<file path="src/design/assert_macros.svh">
// Assertion macros shared by the allocator RTL.
`ifndef ASSERT_MACROS_SVH
`define ASSERT_MACROS_SVH

// Property holds on every clock edge out of reset.
`define AST_ALWAYS(lbl, prop, msg) \
  lbl: assert property (@(posedge clk) disable iff (!rst_n) (prop)) \
    else $error(msg);

// Consequent holds in the same cycle as the antecedent.
`define AST_IMPLY(lbl, ante, cons, msg) \
  lbl: assert property (@(posedge clk) disable iff (!rst_n) (ante) |-> (cons)) \
    else $error(msg);

// Consequent holds in the cycle after the antecedent.
`define AST_NEXT(lbl, ante, cons, msg) \
  lbl: assert property (@(posedge clk) disable iff (!rst_n) (ante) |=> (cons)) \
    else $error(msg);

`endif

</file>
<file path="src/design/asa_pkg.sv">
// Types, codes and constants of the aligned stack allocator.
`default_nettype none

package asa_pkg;

  localparam int ADDR_W = 48;
  localparam int SIZE_W = 32;
  // Address arithmetic width: 48-bit base plus 32-bit offset plus padding.
  localparam int CALC_W = 50;

  localparam int MAX_FRAMES_DEF = 256;
  localparam int HEADER_BYTES   = 56;
  // Both alignments are powers of two.
  localparam int MIN_ALIGN      = 8;
  localparam int HDR_ALIGN      = 8;

  localparam logic [SIZE_W-1:0] CAPACITY_RST = 32'd65536;

  // Request modes
  localparam logic [1:0] MODE_ALLOC = 2'd0;
  localparam logic [1:0] MODE_FREE  = 2'd1;
  localparam logic [1:0] MODE_CLEAR = 2'd2;

  // Result status codes
  localparam logic [2:0] ST_OK      = 3'd0;
  localparam logic [2:0] ST_NO_MEM  = 3'd1;
  localparam logic [2:0] ST_ZERO    = 3'd2;
  localparam logic [2:0] ST_FULL    = 3'd3;
  localparam logic [2:0] ST_NOT_TOP = 3'd4;
  localparam logic [2:0] ST_EMPTY   = 3'd5;

  // Register select: paddr bit 3 (registers sit 8 bytes apart)
  localparam int         CFG_ADDR_W    = 4;
  localparam int         CFG_DATA_W    = 64;
  localparam logic       REG_BASE_ADDR = 1'b0;
  localparam logic       REG_CAPACITY  = 1'b1;

  typedef struct packed {
    logic [1:0]        mode;
    logic [SIZE_W-1:0] alloc_bytes;
    logic [3:0]        align_log2;
    logic [ADDR_W-1:0] release_address;
  } in_word_t;

  typedef struct packed {
    logic [2:0]        status;
    logic [ADDR_W-1:0] data_address;
    logic [SIZE_W-1:0] frame_bytes;
    logic [SIZE_W-1:0] used_bytes;
  } out_word_t;

  typedef struct packed {
    logic [SIZE_W-1:0] start;  // used offset before the frame
    logic [SIZE_W-1:0] data;   // data offset from the base address
  } frame_rec_t;

  typedef struct packed {
    logic push;
    logic pop;
    logic clear;
  } stack_cmd_t;

  typedef struct packed {
    logic [ADDR_W-1:0] base_address;
    logic [SIZE_W-1:0] capacity;
  } cfg_t;

endpackage

`default_nettype wire

</file>
<file path="src/design/asa_cfg_regs.sv">
// APB-style configuration registers of the allocator.
`default_nettype none

module asa_cfg_regs (
  input  wire logic                             clk,
  input  wire logic                             rst_n,
  input  wire logic                             psel,
  input  wire logic                             penable,
  input  wire logic                             pwrite,
  input  wire logic [asa_pkg::CFG_ADDR_W-1:0]   paddr,
  input  wire logic [asa_pkg::CFG_DATA_W-1:0]   pwdata,
  output logic      [asa_pkg::CFG_DATA_W-1:0]   prdata,
  output logic                                  pready,
  output asa_pkg::cfg_t                         cfg
);

  asa_pkg::cfg_t cfg_r, cfg_nxt;
  logic          wr_en;

  assign pready = 1'b1;
  assign wr_en  = psel && penable && pwrite && pready;
  assign cfg    = cfg_r;

  // Byte offset bits below bit 3 are ignored.
  always_comb begin
    cfg_nxt = cfg_r;
    if (wr_en) begin
      unique case (paddr[3])
        asa_pkg::REG_BASE_ADDR: cfg_nxt.base_address = pwdata[asa_pkg::ADDR_W-1:0];
        asa_pkg::REG_CAPACITY:  cfg_nxt.capacity     = pwdata[asa_pkg::SIZE_W-1:0];
        default:                cfg_nxt = cfg_r;
      endcase
    end
  end

  always_comb begin
    unique case (paddr[3])
      asa_pkg::REG_BASE_ADDR: prdata = asa_pkg::CFG_DATA_W'(cfg_r.base_address);
      asa_pkg::REG_CAPACITY:  prdata = asa_pkg::CFG_DATA_W'(cfg_r.capacity);
      default:                prdata = '0;
    endcase
  end

  always_ff @(posedge clk) begin
    if (!rst_n) begin
      cfg_r.base_address <= '0;
      cfg_r.capacity     <= asa_pkg::CAPACITY_RST;
    end else begin
      cfg_r <= cfg_nxt;
    end
  end

endmodule

`default_nettype wire

</file>
<file path="config.mk">
export PLATFORM = sky130hd
export DESIGN_NAME = asa_cfg_regs
export DESIGN_NICKNAME = d
export VERILOG_FILES = /design/src/design/assert_macros.svh /design/src/design/asa_pkg.sv /design/src/design/asa_cfg_regs.sv
export SDC_FILE = /design/constraint.sdc
export NUM_CORES = 1
export LEC_CHECK = 0
export ABC_CLOCK_PERIOD_IN_PS = 2550
export BUFFER_PORTS_ARGS = -buffer_cell sky130_fd_sc_hd__buf_2
export CAP_MARGIN = 20
export CORE_MARGIN = 2
export CORE_UTILIZATION = 47
export CTS_CLUSTER_DIAMETER = 120
export DETAILED_ROUTE_END_ITERATION = 16
export GPL_TIMING_DRIVEN = 0
export PLACE_DENSITY = 0.86
export SYNTH_ARGS = -nofsm -noshare
export SYNTH_HDL_FRONTEND = slang
export SYNTH_SLANG_ARGS = --single-unit
</file>
<file path="constraint.sdc">
create_clock -name clk -period 2.55 [get_ports clk]
set_input_delay 0.51 -clock clk [delete_from_list [all_inputs] [get_ports clk]]
set_output_delay 0.51 -clock clk [all_outputs]
set_load 0.02 [all_outputs]
</file>
== After elaboration in Yosys (flattened, before gate mapping) ==
Cells that the tools add are included.

* Muxes and demuxes: 1
* Bitwise gates (word level): 1
* Reduce and logical (&&, ||, !) cells: 4

{| class="wikitable"
|+ Operators by type and width
! operator !! number
|-
| 64-bit case mux with 2 select lines || 1
|-
| 2-bit AND reduction || 2
|-
| 1-bit logical AND || 2
|-
| 1-bit inverter || 1
|}

* Bits in registers: 80
* Bits of input ports: 73
* Output and inout port bits: 145
* Logic and storage cells: 8

== Depth between registers and ports, before layout ==
Gate-level depths: netlist of the first run.

* Word-level depth: 3
* Depth in mapped cells: 5

== Worst setup path before layout of the first run ==
OpenSTA, ideal clock, no wires.

* Path kind: input-to-output
* Start point: input port paddr[3] in the netlist's numbering
* End point: output port prdata[28] in the netlist's numbering
* Arrival: 1.305 ns
* Required time: 2.040 ns
* Setup slack: 0.735 ns
* Stages on the path: 3
* Buffers on the path: 2
* Cell sequence: buf_2 > buf_2 > mux2_2

* Word-level cells in the longest chain between the ends: 2

{| class="wikitable"
|+ RTL lines
! item !! RTL line !! source
|-
| start: declaration || asa_cfg_regs.sv:10 || <nowiki>input wire logic [asa_pkg::CFG_ADDR_W-1:0] paddr,</nowiki>
|-
| 1-bit inverter || - ||
|-
| 64-bit case mux with 2 select lines * || asa_cfg_regs.sv:37 || <nowiki>unique case (paddr[3])</nowiki>
|-
| end: declaration || asa_cfg_regs.sv:12 || <nowiki>output logic [asa_pkg::CFG_DATA_W-1:0] prdata,</nowiki>
|}

Every way passes the cells marked *; elsewhere a longest branch is shown, timed or not. The select of a mux whose other input is x is not followed.

== Final worst setup path of the first run ==
* Start point: input port paddr[3] in the netlist's numbering
* End point: output port prdata[29] in the netlist's numbering

The elaborated chain is that of the path after synthesis.

==> metrics.cfg, run 1 <==
[worst_setup_path]
critical_path.endpoint_type = output port
cp.arrival_ns = 1.77
worstPathRequired_ns = 2.04
timing.rr.start = cfg[12]
critPathMaxFanout = 10
cp-startpoint = paddr[3]
critPathKind = input port to output port
start_kind = input port

[yosys]
ys_seq_area_frac = 0.4409
synth_edf_count = 0
synthTopCellsByArea = dfxtp_1 44%, mux2i_1 22%, nand2_1 13%
synth_area_leader_cell = dfxtp_1
syn_inst = 386
synth_top_area_share = 0.4409
ys_ff_latch = 80
ys_types = 11
synthFlopType = dfxtp_1
syn_area_per_cell_sq_um = 9.410
yosys_warnings = 0
post-synth-top-count-cell = nand2_1
synth_area_sq_um = 3632
synth-async-reset-ratio = 0
synthTopCellsByCount = 127 x nand2_1, 80 x dfxtp_1, 80 x mux2i_1

[routing]
firstDrtPassIters = 4
num_vias = 3326
via_per_inst = 4.758
drc = 0
ant_nets = 0
routedWlPerCell_microns = 13.66
drt_iter0_drc = 48
drt_wl_total_microns = 9547

[timing]
rsz0062_at_grt = false
fmax_mhz = 438.5
tns_ns = 0
tightest_slew_ns = 0.5332
final_max_slew_viol_count = 0
fin_crit_ns = 2.281
clock_skew_ns = 0
max_slew_margin = 0.6445
setup_violations = 0
finalHoldViolCount = 0
finalCritPeriodShare = 0.8944

[power]
leakagePower_nw = 2.669
p_sw_uw = 674.2
power.share.combinational = 0.132
clockPowerShare = 0.368
p_total_mw = 2.593
power.share.switching = 0.2600
irDropWorstVdd_v = 0.0002949
power_density_nw_per_um2 = 526.5
p_int_mw = 1.918
p_seq_frac = 0.500

[cts]
cts_num_sinks = 80
path_clk_slew_ns = 0.08
cts_tree = yes
cts_root_buf = clkbuf_8
hold_buffers = 0
cts_buffers = 9
cts_resized = 0
cts_setup_buffers = 0
htreeDepth = 3
clkLatencyLatePin_ns = 0.33
cts_buffer_depth = 2

[global_route]
global_route.usage.total = 0.2229
grt_max_degree = 14
grt_antenna_before_repair = 0
grt_pass1_vias = 3274
gr-total-overflow = 0
grt_pass1_wl_microns = 15230

[run]
cap_violations = 0

[floorplanning]
die-width_microns = 91.91
dieArea_sq_um = 8447
die_h_microns = 91.91
start_util = 0.4775
std_cell_rows = 32
ioPinCount = 218
core_area_sq_um = 7607

[layout]
largest_reg_flops = 80
synthToLayoutAreaGrowth_pct = 35.58
fin_nets = 665
layout-drive-gt1-share = 0.4305
n_antenna_cell = 0

[status]
status = finished clean

[hold_path]
hold_path_class = input port to register
min-delay-start = pwdata[35]

[placement]
io_buffer_count = 180
place_congestion = 0.7579
dpl.hpwl_microns = 7335

==> worst max-delay path, cell delays in order <==
cell	delay [ns]
buf_2	0.13
buf_2	0.28
buf_2	0.31
mux2_2	0.37
buf_2	0.16
==> cells by family after synthesis <==
| kind of cell | after synthesis | synth area share |
|---|---|---|
| mux | 112 | 0.3197 |
| buf+inv | 45 | 0.07061 |
| other cells | 2 | 0.002068 |
| simple gates | 147 | 0.1667 |
| flops | 80 | 0.4409 |
==> through the flow <==
stage | area [sq um] | setup slack, ns | utilization | std cells | hold slack [ns]
2_1_floorplan | 3689 | 0.7350 | - | 401 | 0.5410
3_3_place_gp | 4717 | 0.2960 | 0.6201 | 683 | 0.4512
3_5_place_dp | 4717 | 0.2611 | 0.6201 | 683 | 0.4604
4_1_cts | 4925 | 0.2529 | 0.6474 | 699 | 0.3988
5_1_grt | 4925 | 0.1965 | 0.6474 | 699 | 0.3957
6_report | 4925 | 0.2693 | 0.6474 | 699 | 0.4144
==> power groups by stage <==
stage | Combinational (mW) | Sequential [mW] | Clock, mW
6_report | 0.343 | 1.30 | 0.954
5_1_grt | 0.371 | 1.30 | 1.03
4_1_cts | 0.345 | 1.30 | 0.970
3_5_place_dp | 0.344 | 1.33 | 0
3_3_place_gp | 0.338 | 1.32 | 0
2_1_floorplan | 0.192 | 1.36 | 0
==> worst paths after layout <==
path                endpoint  slack, ns  cells past startpoint
setup / recovery  prdata[29]       0.27                      5
hold / removal       cfg[67]       0.41                      3
setup reg to reg     cfg[12]       1.89                      2
hold reg to reg      cfg[67]       0.47                      2
==> cells in the final DEF, fill, tap and decap left out <==
cell type / n
conb_1: 17
nand2_1: 127
clkbuf_8: 11
dfxtp_1: 80
buf_2: 190
and4b_1: 1
clkinvlp_4: 3
nand4_1: 1
mux2_2: 32
bufinv_16: 1
clkbuf_1: 16
nor2b_1: 18
buf_4: 20
mux2i_1: 80
==> area by class of cell <==
class                   instances  area [sq um]
fillers                       677          2683
clock buffers                  12         155.1
repair buffers                180         900.9
flip-flops and latches         80          1602
clock inverters                 4         52.55
plain buffers                  45         256.5
multi-input cells             276          1831
well taps                     102         127.6
==> layer usage <==
| metal | wire [microns] | part of all wire | vias to the layer above | track usage |
|---|---|---|---|---|
| li1 | - | - | 1634 | - |
| met5 | 0 | 0 | - | 0 |
| met1 | 3983 | 0.42 | 1550 | 0.2642 |
| met3 | 558 | 0.058 | 19 | 0.04108 |
| met2 | 4802 | 0.50 | 123 | 0.3983 |
| met4 | 202 | 0.021 | 0 | 0.08582 |
Power figures use the tool's default switching activity.
==> inputs of run 2 (changes only) <==
- MAX_ROUTING_LAYER: not set -> met4
==> metrics.cfg, run 2 (synthesized netlist as in run 1, its figures left out) <==
[routing]
drc = 0  ; unchanged
firstDrtPassIters = 4  ; unchanged
drt_iter0_drc = 46  ; was 48
num_vias = 3330  ; was 3326
routedWlPerCell_microns = 13.66  ; about the same
ant_nets = 0  ; unchanged
via_per_inst = 4.764  ; was 4.758
drt_wl_total_microns = 9551  ; was 9547 microns

[placement]
dpl.hpwl_microns = 7335  ; unchanged
dpl.cell_count = 683  ; unchanged
io_buffer_count = 180  ; unchanged
dp_slack_ns = 0.2611  ; unchanged
place_congestion = 0.7678  ; was 0.7579
dpl_cell_area_sq_um = 4717  ; unchanged

[timing]
max_slew_margin = 0.6509  ; was 0.6445
finalCritPeriodShare = 0.8945  ; was 0.8944
fin_crit_ns = 2.281  ; about the same
rsz0062_at_grt = false  ; unchanged
clock_skew_ns = 0  ; unchanged
fmax_mhz = 438.4  ; was 438.5 MHz
finalHoldViolCount = 0  ; unchanged
tns_ns = 0  ; unchanged
layout_setup_ws_ns = 0.2691  ; was 0.2693 ns
final_max_slew_viol_count = 0  ; unchanged
tightest_slew_ns = 0.5237  ; was 0.5332 ns
setup_violations = 0  ; unchanged
hold_slack_ns = 0.4160  ; was 0.4144 ns

[run]
cap_violations = 0  ; unchanged

[hold_path]
hold_path_end = cfg[67]  ; unchanged
min-delay-start = pwdata[35]  ; unchanged
holdPathStages = 3  ; unchanged
hold_path_class = input port to register  ; unchanged

[cts]
path_clk_slew_ns = 0.08  ; about the same
htreeDepth = 3  ; unchanged
cts_resized = 0  ; unchanged
cts_num_sinks = 80  ; unchanged
cts_buffer_depth = 2  ; unchanged
cts_buffers = 9  ; unchanged
cts_setup_buffers = 0  ; unchanged
clkLatencyLatePin_ns = 0.33  ; about the same
cts_tree = yes  ; unchanged
cts_root_buf = clkbuf_8  ; unchanged
hold_buffers = 0  ; unchanged

[floorplanning]
dieArea_sq_um = 8447  ; unchanged
die_h_microns = 91.91  ; unchanged
std_cell_rows = 32  ; unchanged
core_area_sq_um = 7607  ; unchanged
start_util = 0.4775  ; unchanged
ioPinCount = 218  ; unchanged
die-width_microns = 91.91  ; unchanged

[layout]
synthToLayoutAreaGrowth_pct = 35.58  ; unchanged
largest_reg_flops = 80  ; unchanged
n_antenna_cell = 0  ; unchanged
final_common_cell = buf_2  ; unchanged
final_area_sq_um = 4925  ; unchanged
stdcell_count = 699  ; unchanged
layout-drive-gt1-share = 0.4305  ; unchanged
fin_nets = 665  ; unchanged
final_cell_mix = 190 x buf_2, 127 x nand2_1, 80 x mux2i_1, 80 x dfxtp_1, 32 x mux2_2  ; unchanged
fillCellCount = 677  ; unchanged

[power]
power_density_nw_per_um2 = 526.3  ; was 526.5 nW/um^2
clockPowerShare = 0.368  ; about the same
p_int_mw = 1.918  ; about the same
power.share.combinational = 0.132  ; about the same
irDropWorstVdd_v = 0.0002947  ; was 0.0002949 V
p_sw_uw = 673.2  ; was 674.2 uW
p_seq_frac = 0.500  ; about the same
leakagePower_nw = 2.669  ; unchanged
power.share.switching = 0.2598  ; was 0.2600

[global_route]
global_route.usage.total = 0.2294  ; was 0.2229
grt_pass1_vias = 3267  ; was 3274
grt_max_degree = 14  ; unchanged
gr-total-overflow = 0  ; unchanged
grt_pass1_wl_microns = 15240  ; was 15230 microns
grt_antenna_before_repair = 0  ; unchanged

[worst_setup_path]
r2r_cells = 2  ; unchanged
cp.arrival_ns = 1.77  ; about the same
timing.rr.end = cfg[12]  ; unchanged
rrSetupSlack_ns = 1.90  ; was 1.89 ns
critical_path.endpoint_type = output port  ; unchanged
timing.rr.start = cfg[12]  ; unchanged
critPathMaxFanout = 10  ; unchanged
start_kind = input port  ; unchanged
critPathKind = input port to output port  ; unchanged
worstPathRequired_ns = 2.04  ; about the same

[status]
status = finished clean  ; unchanged

## run 2: layout make-up
cell class	instances	area, sq um	share of cell area
multi-input cells	276	1831	0.3717
clock buffers	12	155.1	0.03150
well taps	102	127.6	0.02591
flip-flops and latches	80	1602	0.3252
plain buffers	45	256.5	0.05208
clock inverters	4	52.55	0.01067
repair buffers	180	900.9	0.1829
## run 2: how the worst max path moves through the flow
stage,endpoint,slack [ns],cells past startpoint,start
after floorplan,prdata[28],0.74,3,paddr[3]
after global placement,prdata[31],0.30,5,paddr[3]
after detailed placement,prdata[29],0.26,5,paddr[3]
after CTS,prdata[29],0.25,5,paddr[3]
after global routing,prdata[29],0.20,5,paddr[3]
final,prdata[29],0.27,5,paddr[3]
## run 2: routing by layer
metal | routed length, microns | track usage | vias up
li1 | - | - | 1634
met1 | 4004 | 0.2705 | 1554
met2 | 4808 | 0.3958 | 123
met3 | 535 | 0.03615 | 19
met4 | 202 | 0.08582 | 0
met5 | 0 | - | -
## run 2: power by group through the flow
stage                     clock network [mW]  logic (mW)  registers (mW)
after CTS                              0.970       0.345            1.30
after global placement                     0       0.338            1.32
final                                  0.953       0.343            1.30
after floorplan                            0       0.192            1.36
after detailed placement                   0       0.344            1.33
after global routing                    1.04       0.371            1.30
## run 2: worst max-delay path: stages
cell	delay, ns
buf_2	0.13
buf_2	0.28
buf_2	0.31
mux2_2	0.37
buf_2	0.16
## run 2: stage by stage
step,utilization,power [mW]
after floorplan,-,1.548
after global placement,0.6201,1.661
after detailed placement,0.6201,1.669
after CTS,0.6474,2.611
after global routing,0.6474,2.707
final,0.6474,2.592
==> inputs of run 3 (changes only) <==
- ABC_CLOCK_PERIOD_IN_PS: 2550 -> 2500
- CORE_UTILIZATION: 47 -> 43
- PLACE_DENSITY: 0.86 -> 0.8
- clock period: 2.55 -> 2.5 ns (I/O delays scaled with it)
==> metrics.cfg, run 3 (synthesized netlist as in run 1, its figures left out) <==
[status]
status = finished clean  ; unchanged

[timing]
final_max_slew_viol_count = 0  ; unchanged
finalCritPeriodShare = 0.9043
tns_ns = 0  ; unchanged
tightest_slew_ns = 0.5346  ; was 0.5237 ns
max_slew_margin = 0.6436  ; was 0.6509
fin_crit_ns = 2.261
rsz0062_at_grt = false  ; unchanged
setup_violations = 0  ; unchanged
fmax_mhz = 442.3
finalHoldViolCount = 0  ; unchanged
clock_skew_ns = 0  ; unchanged

[routing]
drt_iter0_drc = 93  ; was 46
via_per_inst = 4.798  ; was 4.764
drc = 0  ; unchanged
ant_nets = 0  ; unchanged
routedWlPerCell_microns = 13.95  ; was 13.66 microns
firstDrtPassIters = 4  ; unchanged
num_vias = 3368  ; was 3330
drt_wl_total_microns = 9794  ; was 9551 microns

[cts]
hold_buffers = 0  ; unchanged
cts_root_buf = clkbuf_8  ; unchanged
htreeDepth = 3  ; unchanged
clkLatencyLatePin_ns = 0.34  ; was 0.33 ns
path_clk_slew_ns = 0.09  ; was 0.08 ns
cts_setup_buffers = 0  ; unchanged
cts_buffers = 9  ; unchanged
cts_buffer_depth = 2  ; unchanged
cts_tree = yes  ; unchanged
cts_resized = 0  ; unchanged
cts_num_sinks = 80  ; unchanged

[power]
irDropWorstVdd_v = 0.0003268  ; was 0.0002947 V
leakagePower_nw = 2.654  ; was 2.669 nW
power_density_nw_per_um2 = 511.2  ; was 526.3 nW/um^2

[global_route]
gr-total-overflow = 0  ; unchanged
global_route.usage.total = 0.2133  ; was 0.2294
grt_antenna_before_repair = 0  ; unchanged
grt_max_degree = 14  ; unchanged
grt_pass1_wl_microns = 14900  ; was 15240 microns
grt_pass1_vias = 3161  ; was 3267

[placement]
io_buffer_count = 180  ; unchanged
dpl.hpwl_microns = 7380  ; was 7335 microns
place_congestion = 0.8433  ; was 0.7678
dpl_cell_area_sq_um = 4721  ; was 4717 sq um

[layout]
largest_reg_flops = 80  ; unchanged
layout-drive-gt1-share = 0.4288  ; was 0.4305
final_common_cell = buf_2  ; unchanged
synthToLayoutAreaGrowth_pct = 34.52  ; was 35.58%
fin_nets = 665  ; unchanged
final_util = 0.5946  ; was 0.6474
final_cell_mix = 190 x buf_2, 127 x nand2_1, 80 x mux2i_1, 80 x dfxtp_1, 32 x mux2_2  ; unchanged
n_antenna_cell = 0  ; unchanged
final_area_sq_um = 4886  ; was 4925 sq um

[worst_setup_path]
critPathMaxFanout = 10  ; unchanged
worstPathRequired_ns = 2.00  ; was 2.04 ns
critical_path.endpoint_type = output port  ; unchanged
slowest_delay_ns = 0.37  ; about the same
start_kind = input port  ; unchanged
path_cells = buf_2, buf_2, buf_2, mux2_2, buf_2  ; unchanged
worst_path_most_repeated_cell = buf_2  ; unchanged
cp.arrival_ns = 1.76  ; was 1.77 ns
cp_slowest_cell = mux2_2  ; unchanged
critPathKind = input port to output port  ; unchanged

[floorplanning]
dieArea_sq_um = 9198  ; was 8447 sq um
start_util = 0.4421  ; was 0.4775
core_area_sq_um = 8217  ; was 7607 sq um
std_cell_rows = 33  ; was 32
die-width_microns = 95.91  ; was 91.91 microns
ioPinCount = 218  ; unchanged
die_h_microns = 95.91  ; was 91.91 microns

[hold_path]
hold_path_class = input port to register  ; unchanged

[run]
cap_violations = 0  ; unchanged

run 3: through the flow:
stage	std cells	hold WS (ns)	power, mW	setup slack, ns
after floorplan	401	0.5410	1.579	0.7050
after global placement	686	0.4502	1.696	0.2498
after detailed placement	686	0.4617	1.703	0.2179
after CTS	702	0.3868	2.519	0.2336
after global routing	702	0.3834	2.609	0.1738
final	702	0.4008	2.498	0.2393
run 3: worst paths after layout:
path / startpoint / to / slack, ns / depth (start not counted)
min reg2reg: cfg[20] / cfg[20] / 0.47 / 2
min: pwdata[45] / cfg[77] / 0.40 / 3
max: paddr[3] / prdata[30] / 0.24 / 5
max reg2reg: cfg[8] / cfg[8] / 1.84 / 2
run 3: where the power goes:
part	total, mW	internal (mW)	switching (mW)
Clock	0.825	0.360	0.465
Sequential	1.32	1.30	0.0208
Combinational	0.350	0.138	0.212
Total	2.50	1.80	0.698
run 3: layer usage:
layer,up-vias,wire [microns],global-route usage
met4,0,87,0.05000
met3,7,607,0.05012
met2,123,4922,0.3741
li1,1646,-,-
met5,-,0,-
met1,1592,4176,0.2473
run 3: critical path: cells and delay by family:
kind	cells	cell delay, ns
buffers and inverters	4	0.89
muxes	1	0.37
run 3: final cells by class:
type	count	area [sq um]
Fill cell	766	3331
Timing Repair Buffer	180	900.9
Multi-Input combinational cell	276	1831
Sequential cell	80	1602
Clock inverter	5	33.78
Tap cell	105	131.4
Clock buffer	11	131.4
Buffer	45	256.5
